## src/design/mst_ram.sv

```systemverilog
// Generic single-write, single-read synchronous RAM, registered read.
// No dependencies.
module mst_ram #(
  parameter int WIDTH = 8,
  parameter int DEPTH = 16
) (
  input  logic                     clk,
  input  logic                     we,
  input  logic [$clog2(DEPTH)-1:0] waddr,
  input  logic [WIDTH-1:0]         wdata,
  input  logic [$clog2(DEPTH)-1:0] raddr,
  output logic [WIDTH-1:0]         rdata
);

  logic [WIDTH-1:0] mem [DEPTH];

  always_ff @(posedge clk) begin
    if (we) begin
      mem[waddr] <= wdata;
    end
    rdata <= mem[raddr];
  end

endmodule

```

## config.mk

```make
export PLATFORM = sky130hd
export DESIGN_NAME = mst_ram
export DESIGN_NICKNAME = d
export VERILOG_FILES = /design/src/design/mst_ram.sv
export SDC_FILE = /design/constraint.sdc
export NUM_CORES = 1
export LEC_CHECK = 0
export BUFFER_PORTS_ARGS = -buffer_cell sky130_fd_sc_hd__buf_2
export CORE_MARGIN = 5
export CORE_UTILIZATION = 44
export DETAILED_ROUTE_END_ITERATION = 10
export PLACE_DENSITY = 0.61
export SKIP_CTS_REPAIR_TIMING = 1
export SLEW_MARGIN = 20
export SYNTH_ARGS = -nofsm -noshare
export SYNTH_HDL_FRONTEND = slang
export SYNTH_SLANG_ARGS = --single-unit
```

## constraint.sdc

```tcl
create_clock -name clk -period 2.9 [get_ports clk]
set_clock_uncertainty 0.15 [all_clocks]
set_input_delay 0.145 -clock clk [delete_from_list [all_inputs] [get_ports clk]]
set_output_delay 0.145 -clock clk [all_outputs]
set_load 0.03 [all_outputs]
```

==> impl_metrics.json, run 1 <==
{
  "port_buffers": 25,
  "yosysMostFrequentCell": "edfxtp_1",
  "sort_of_element_at_the_start_of_the_critical_path": "flip-flop",
  "die_width_um": 118,
  "grt_use_met2_pct": 22.7,
  "die_h_um": 118,
  "p_r_area_growth_vs_syn_pct": 19.2,
  "path_buf_inv": 0,
  "cpPeakStageDelay_ns": 0.51,
  "crit_arrival_ns": 1.70,
  "critPathSlowestCell": "mux4_1",
  "timing.critical_path.to_type": "flip-flop",
  "worst-endpoint-required_ns": 3.04,
  "fmaxAchievable_mhz": 642,
  "floorplan.core_area_um2": 11500,
  "r2r_start": "mem[2][3]",
  "placement_rows": 39,
  "grt_most_used_layer": "met2",
  "clock_latency_ns": 0.41,
  "slew_viol_final": 0,
  "htree_num_levels": 4,
  "ys_async_sr_fraction_pct": 0,
  "grt_usage_pct": 15.5,
  "grt_antenna_before_repair": 0,
  "ir_worst_vdd_v": 0.000493,
  "synth_top_area_share_pct": 74.7,
  "hold_class": "primary input to flip-flop",
  "power.leakage_uw": 0.00209,
  "io_pins": 26,
  "yosys_register_bits": 136,
  "yosys-top-cells-count": "edfxtp_1, mux4_2, a22oi_1",
  "total_power_divided_by_cell_area_nw_per_um2": 735,
  "finish.utilization_pct": 53.5,
  "grt_setup_unrepaired": "false",
  "synth_area_leader_cell": "edfxtp_1",
  "first_global_vias": 2601,
  "tritoncts": "built",
  "status": "finished clean",
  "via_per_inst": 5.56,
  "post_synth_edffs": 128,
  "maximum_number_of_pins_on_one_net_before_global_route_repair": 28,
  "synth_fp_nets": 247,
  "via_count": 2450,
  "cts_buffers": 17,
  "clk_transition_reported_paths_ns": 0.05,
  "synth_cell_types": 19,
  "drt_iter0_drc": 212,
  "ys_top_cells_by_area": "edfxtp_1, mux4_2, mux4_1",
  "grt_first_pass_wirelength_um": 15700,
  "final_layout_size_suffix_gt1_share_pct": 28.9,
  "use_met3_pct": 4.82,
  "gr-usage-met1_pct": 21.9,
  "drc": 0,
  "min_period_ns": 1.56,
  "slew_headroom_pct": 36.0,
  "ys_seq_area_share_pct": 77.8,
  "grt_overflow_total": 0,
  "cp_cell_sequence": "mux4_1 -> a22oi_1 -> nand2_1",
  "ant_nets_after_route": 0,
  "setup_viol": 0,
  "ctsLongestPathBuffers": 2,
  "cp_max_fo": 1,
  "report.final.hold_viol_count": 0,
  "dominantRegCellSynth": "edfxtp_1",
  "count_of_nets_after_finishing": 303,
  "detailedPlacementHpwl_um": 6270,
  "timing_worst_setup_path_type": "flip-flop to flip-flop",
  "cts_sinks": 136,
  "first_pass_iters": 4,
  "antenna_cells": 0,
  "worst_setup_path_startpoint": "mem[2][3]",
  "number_of_violations_of_the_max_capacitance_limit": 0,
  "finalWirelength_um": 10200,
  "setup_tns_ns": 0,
  "fp.dieArea_um2": 14000,
  "cp_delay_by_family_top": "multiplexers",
  "synthesis.area_um2": 5150,
  "wire_per_inst_um": 23.0,
  "final_min_period_over_clock_period_pct": 53.7,
  "number_of_cells_produced_by_synthesis": 229,
  "worst_hold_startpoint": "wdata[2]",
  "timing_worst_slew_pin_value_ns": 0.956,
  "synthesis.yosys.warnings": 0,
  "floorplan.initialDensity_pct": 44.9,
  "syn_avg_cell_area_um2": 22.5,
  "finalWeightedCongestion": 0.748,
  "cts_root_buf": "clkbuf_16"
}
==> routing by layer <==
layer  wire length [um]  vias up
met3                617       13
met5                  0        -
met1               4540     1275
met2               4840       75
li1                   -     1087
met4                153        0
==> sequential cells by signal, summed over array words and instances, names as in the netlist <==
register  count
rdata         8
mem         128
==> cells in the final DEF (no fill, tap or decap), types with 3 or more instances in the layout <==
master         count
mux4_2            18
nand2_1            9
edfxtp_1         128
a22oi_1           16
nor3_1             4
nor2_1            13
clkbuf_8           3
dfxtp_1            8
clkbuf_16         17
buf_4             14
buf_2             25
dlygate4sd3_1      7
mux4_1            14
clkinv_2           3
clkbuf_1           3
==> layout make-up <==
cell class	instances	area, um2
Multi-Input combinational cell	83	1060
Timing Repair Buffer	47	320
Clock inverter	9	98.8
Tap cell	143	179
Sequential cell	136	4000
Clock buffer	23	478
Fill cell	884	5330
==> stage by stage <==
step           power (uW)  worst slack [ns]  std cells  instance area (um2)  hold slack (ns)
2_1_floorplan        2390              1.11        229                 5150           0.0939
3_3_place_gp         2470             0.878        402                 5490            0.385
3_5_place_dp         2480             0.883        402                 5490            0.397
4_1_cts              4540              1.29        434                 6070          -0.0392
5_1_grt              4660              1.23        441                 6140          0.00777
6_report             4510              1.34        441                 6140           0.0108
==> power by group <==
| part | internal, uW | switching (uW) |
|---|---|---|
| sequential | 2200 | 12.7 |
| clock | 1320 | 745 |
| combinational | 91.2 | 140 |
| total | 3610 | 897 |
==> cells by family after synthesis <==
kind of cell           synth area share (%)
AND/OR/NAND/NOR                        3.18
buffers and inverters                  1.68
flip-flops                             77.8
AO/OA/AOI/OAI                          2.33
multiplexers                           15.0
==> path summary, 6_finish.rpt <==
kind                                   to  slack, ns  cells past startpoint
worst max-delay path             rdata[3]       1.34                      3
worst min-delay path            mem[9][2]       0.01                      1
worst max register to register   rdata[3]       1.34                      3
worst min register to register   rdata[1]       0.52                      3
Note: power is estimated with default switching activity, not from simulation.
==> inputs of run 2 (changes only) <==
Clock period 2.9 ns to 1.6 ns, I/O delays scaled along.
==> impl_metrics.json, run 2 (synthesis gave the netlist of run 1 again) <==
{
  "status": "finished clean",
  "slew_viol_final": 0,
  "floorplan.core_area_um2": 11500,
  "io_pins": 26,
  "floorplan.initialDensity_pct": 44.9,
  "fill_count": 858,
  "regMostFlops": "mem",
  "worst-endpoint-required_ns": 1.73,
  "setup_viol": 0,
  "drc": 0,
  "final.hold.worst_slack_ns": 0.0432,
  "hold_class": "primary input to flip-flop",
  "via_per_inst": 5.41,
  "ant_nets_after_route": 0,
  "grt_antenna_before_repair": 0,
  "cts_sinks": 136,
  "crit_arrival_ns": 1.65,
  "antenna_cells": 0,
  "cp_max_fo": 1,
  "clk_transition_reported_paths_ns": 0.05,
  "p_r_area_growth_vs_syn_pct": 20.2,
  "slew_headroom_pct": 47.6,
  "cts_root_buf": "clkbuf_16",
  "maximum_number_of_pins_on_one_net_before_global_route_repair": 22,
  "total_power_divided_by_cell_area_nw_per_um2": 1260,
  "timing.critical_path.to_type": "flip-flop",
  "port_buffers": 25,
  "largest_register_ff_count": 128,
  "wire_per_inst_um": 21.8,
  "grt_usage_pct": 14.6,
  "number_of_violations_of_the_max_capacitance_limit": 0,
  "count_of_nets_after_finishing": 312,
  "grt_overflow_total": 0,
  "finalInstanceArea_um2": 6190,
  "fp.dieArea_um2": 14000,
  "cts_buffers": 17,
  "first_global_vias": 2463,
  "placement_rows": 39,
  "grt_setup_unrepaired": "false",
  "layout_common_cells": "edfxtp_1, buf_2, buf_4",
  "timing_worst_setup_path_type": "flip-flop to flip-flop",
  "final_layout_size_suffix_gt1_share_pct": 30.4,
  "finish.utilization_pct": 54.0,
  "ir_worst_vdd_v": 0.000891,
  "sort_of_element_at_the_start_of_the_critical_path": "flip-flop",
  "reg_top3": "mem x128, rdata x8",
  "min_period_ns": 1.52,
  "finalWeightedCongestion": 0.696,
  "report.final.hold_viol_count": 0,
  "final_min_period_over_clock_period_pct": 94.8,
  "tritoncts": "built",
  "first_pass_iters": 4,
  "layout.cells.most_common": "edfxtp_1",
  "post_placement_cell_area_um2": 5590,
  "ctsLongestPathBuffers": 2,
  "via_count": 2429,
  "clock_latency_ns": 0.41,
  "htree_num_levels": 4,
  "power.leakage_uw": 0.00212,
  "grt_first_pass_wirelength_um": 14700,
  "timing_worst_slew_pin_value_ns": 0.785,
  "die_h_um": 118,
  "drt_iter0_drc": 177,
  "die_width_um": 118,
  "detailedPlacementHpwl_um": 6340,
  "fmaxAchievable_mhz": 659,
  "finalWirelength_um": 9800
}
run 2: critical path, stage by stage (launching register included):
cell and delay (ns):
edfxtp_1 0.37, mux4_2 0.47, a22oi_1 0.32, nand2_1 0.08
run 2: layout make-up:
type | count | area (um2) | share of cell area [%]
Timing Repair Buffer | 56 | 428 | 6.92
Multi-Input combinational cell | 83 | 1060 | 17.2
Sequential cell | 136 | 4000 | 64.7
Clock buffer | 26 | 489 | 7.91
Tap cell | 143 | 179 | 2.89
Clock inverter | 5 | 25.0 | 0.404
run 2: final timing paths:
kind	from	end	slack (ns)	cells past startpoint
setup / recovery	mem[8][0]	rdata[0]	0.08	3
hold / removal	raddr[1]	rdata[0]	0.04	4
setup reg to reg	mem[8][0]	rdata[0]	0.08	3
hold reg to reg	mem[4][0]	rdata[0]	0.53	3
run 2: report_power, final:
part           switching (uW)  leakage (uW)  total [uW]  internal, uW
Sequential               26.2       0.00122        4010          3990
Clock                    1270      0.000258        3340          2080
Combinational             249      0.000643         435           186
Total                    1540       0.00212        7790          6250
run 2: per-layer routing:
| metal | GRT usage, % | routed length (um) | vias to the layer above |
|---|---|---|---|
| met1 | 19.5 | 4290 | 1262 |
| met4 | 6.38 | 195 | 0 |
| met2 | 22.5 | 4940 | 50 |
| met5 | 0 | 0 | - |
| li1 | - | - | 1103 |
| met3 | 4.25 | 372 | 14 |
run 2: per-stage QoR:
step	instances	TNS (ns)	worst slack, ns	total power [uW]
4_1_cts	441	0	0.0695	7850
2_1_floorplan	229	0	0.104	4320
6_report	449	0	0.0827	7790
3_3_place_gp	410	-0.238	-0.0651	4510
3_5_place_dp	410	-0.264	-0.0749	4520
5_1_grt	449	0	0.00745	8080
==> inputs of run 3 (changes only) <==
Settings changed: CELL_PAD_IN_SITES_DETAIL_PLACEMENT from default to 1, CELL_PAD_IN_SITES_GLOBAL_PLACEMENT from default to 1, PLACE_DENSITY 0.61 to 0.68.
==> impl_metrics.json, run 3 (synthesis gave the netlist of run 1 again) <==
{
  "status": "finished clean",
  "via_count": 2565,
  "floorplan.core_area_um2": 11500,
  "hold_class": "primary input to flip-flop",
  "grt_setup_unrepaired": "false",
  "timing_worst_slew_pin_value_ns": 0.833,
  "finalInstanceArea_um2": 6320,
  "grt_usage_pct": 16.8,
  "total_power_divided_by_cell_area_nw_per_um2": 1330,
  "pwr-share-clk_pct": 47.1,
  "floorplan.initialDensity_pct": 44.9,
  "cts_root_buf": "clkbuf_16",
  "post_placement_cell_area_um2": 5630,
  "number_of_violations_of_the_max_capacitance_limit": 0,
  "drt_iter0_drc": 131,
  "first_pass_iters": 5,
  "final.hold.worst_slack_ns": 0.0859,
  "regMostFlops": "mem",
  "tritoncts": "built",
  "grt_antenna_before_repair": 0,
  "port_buffers": 25,
  "slew_viol_final": 0,
  "final_min_period_over_clock_period_pct": 95.2,
  "ant_nets_after_route": 0,
  "finish.utilization_pct": 55.2,
  "gate_power_share_pct": 5.4,
  "min_period_ns": 1.52,
  "layout.cells.most_common": "edfxtp_1",
  "p_sw_share_pct": 19.9,
  "first_global_vias": 2801,
  "layout_common_cells": "edfxtp_1, buf_4, buf_2",
  "antenna_cells": 0,
  "detailedPlacementHpwl_um": 7020,
  "part_of_the_total_power_dissipated_in_sequential_elements_pct": 47.5,
  "clk_transition_reported_paths_ns": 0.06,
  "fin_ws_ns": 0.0766,
  "clock_latency_ns": 0.41,
  "p_switching_uw": 1680,
  "fmaxAchievable_mhz": 656,
  "timing_worst_setup_path_type": "flip-flop to flip-flop",
  "ir_worst_vdd_v": 0.000834,
  "report.final.hold_viol_count": 0,
  "ctsLongestPathBuffers": 2,
  "reg_top3": "mem x128, rdata x8",
  "place_ws_ns": -0.149,
  "via_per_inst": 5.63,
  "largest_register_ff_count": 128,
  "power.leakage_uw": 0.00220,
  "slew_headroom_pct": 44.2,
  "finalWirelength_um": 10900,
  "cellInternalPower_uw": 6750,
  "grt_first_pass_wirelength_um": 16800,
  "htree_num_levels": 4,
  "crit_arrival_ns": 1.67,
  "cts_buffers": 17,
  "placement_rows": 39,
  "worst-endpoint-required_ns": 1.74,
  "cts_sinks": 136,
  "die_h_um": 118,
  "final_layout_size_suffix_gt1_share_pct": 34.2,
  "setup_viol": 0,
  "fp.dieArea_um2": 14000,
  "grt_overflow_total": 0,
  "die_width_um": 118,
  "p_r_area_growth_vs_syn_pct": 22.9,
  "timing.critical_path.to_type": "flip-flop",
  "io_pins": 26,
  "finalWeightedCongestion": 0.740,
  "sort_of_element_at_the_start_of_the_critical_path": "flip-flop",
  "drc": 0,
  "maximum_number_of_pins_on_one_net_before_global_route_repair": 24,
  "count_of_nets_after_finishing": 318,
  "cp_max_fo": 1,
  "wire_per_inst_um": 23.8
}
-- run 3: changes by cell type in the layout (fill, tap and decap cells not counted), sizes merged --
cell	change
clkinv	+5
buf	+6
bufinv	+4
clkinvlp	+1
clkbuf	-9
-- run 3: layout make-up --
type	instances	area, um2
sequential	136	4000
multi-input combinational	83	1070
tap	143	179
clock buffer	17	425
timing repair buffer	62	460
clock inverter	15	184
fill	1004	5140
-- run 3: worst paths after layout --
check	start	end	slack [ns]	depth (start not counted)
setup / recovery	mem[3][6]	rdata[6]	0.08	4
setup reg to reg	mem[3][6]	rdata[6]	0.08	4
hold reg to reg	mem[14][5]	rdata[5]	0.53	3
hold / removal	waddr[1]	mem[0][7]	0.09	3
-- run 3: through the flow --
stage                     total power (uW)  cells  setup TNS [ns]
after global routing                  8740    456               0
after CTS                             8500    448               0
after global placement                4500    416          -0.338
after floorplan                       4320    229               0
final                                 8430    456               0
after detailed placement              4520    416          -0.548
-- run 3: worst max-delay path: stages (launching register included) --
cell and delay [ns]:
edfxtp_1 0.37, mux4_2 0.50, a22oi_1 0.19, buf_4 0.15, nand2_1 0.05
-- run 3: layer usage --
metal  vias to the layer above  global-route usage [%]  wire length (um)
li1                       1117                       -                 -
met1                      1380                    21.8              4760
met2                        61                    26.4              5510
met3                         7                    6.16               502
met4                         0                    5.38                80
met5                         -                       0                 0
-- run 3: power groups by stage --
| stage | combinational [uW] | clock, uW | sequential (uW) |
|---|---|---|---|
| 2_1_floorplan | 202 | 0 | 4120 |
| 3_5_place_dp | 443 | 0 | 4080 |
| 5_1_grt | 491 | 4240 | 4010 |
| 3_3_place_gp | 429 | 0 | 4070 |
| 6_report | 456 | 3970 | 4000 |
| 4_1_cts | 445 | 4050 | 4010 |
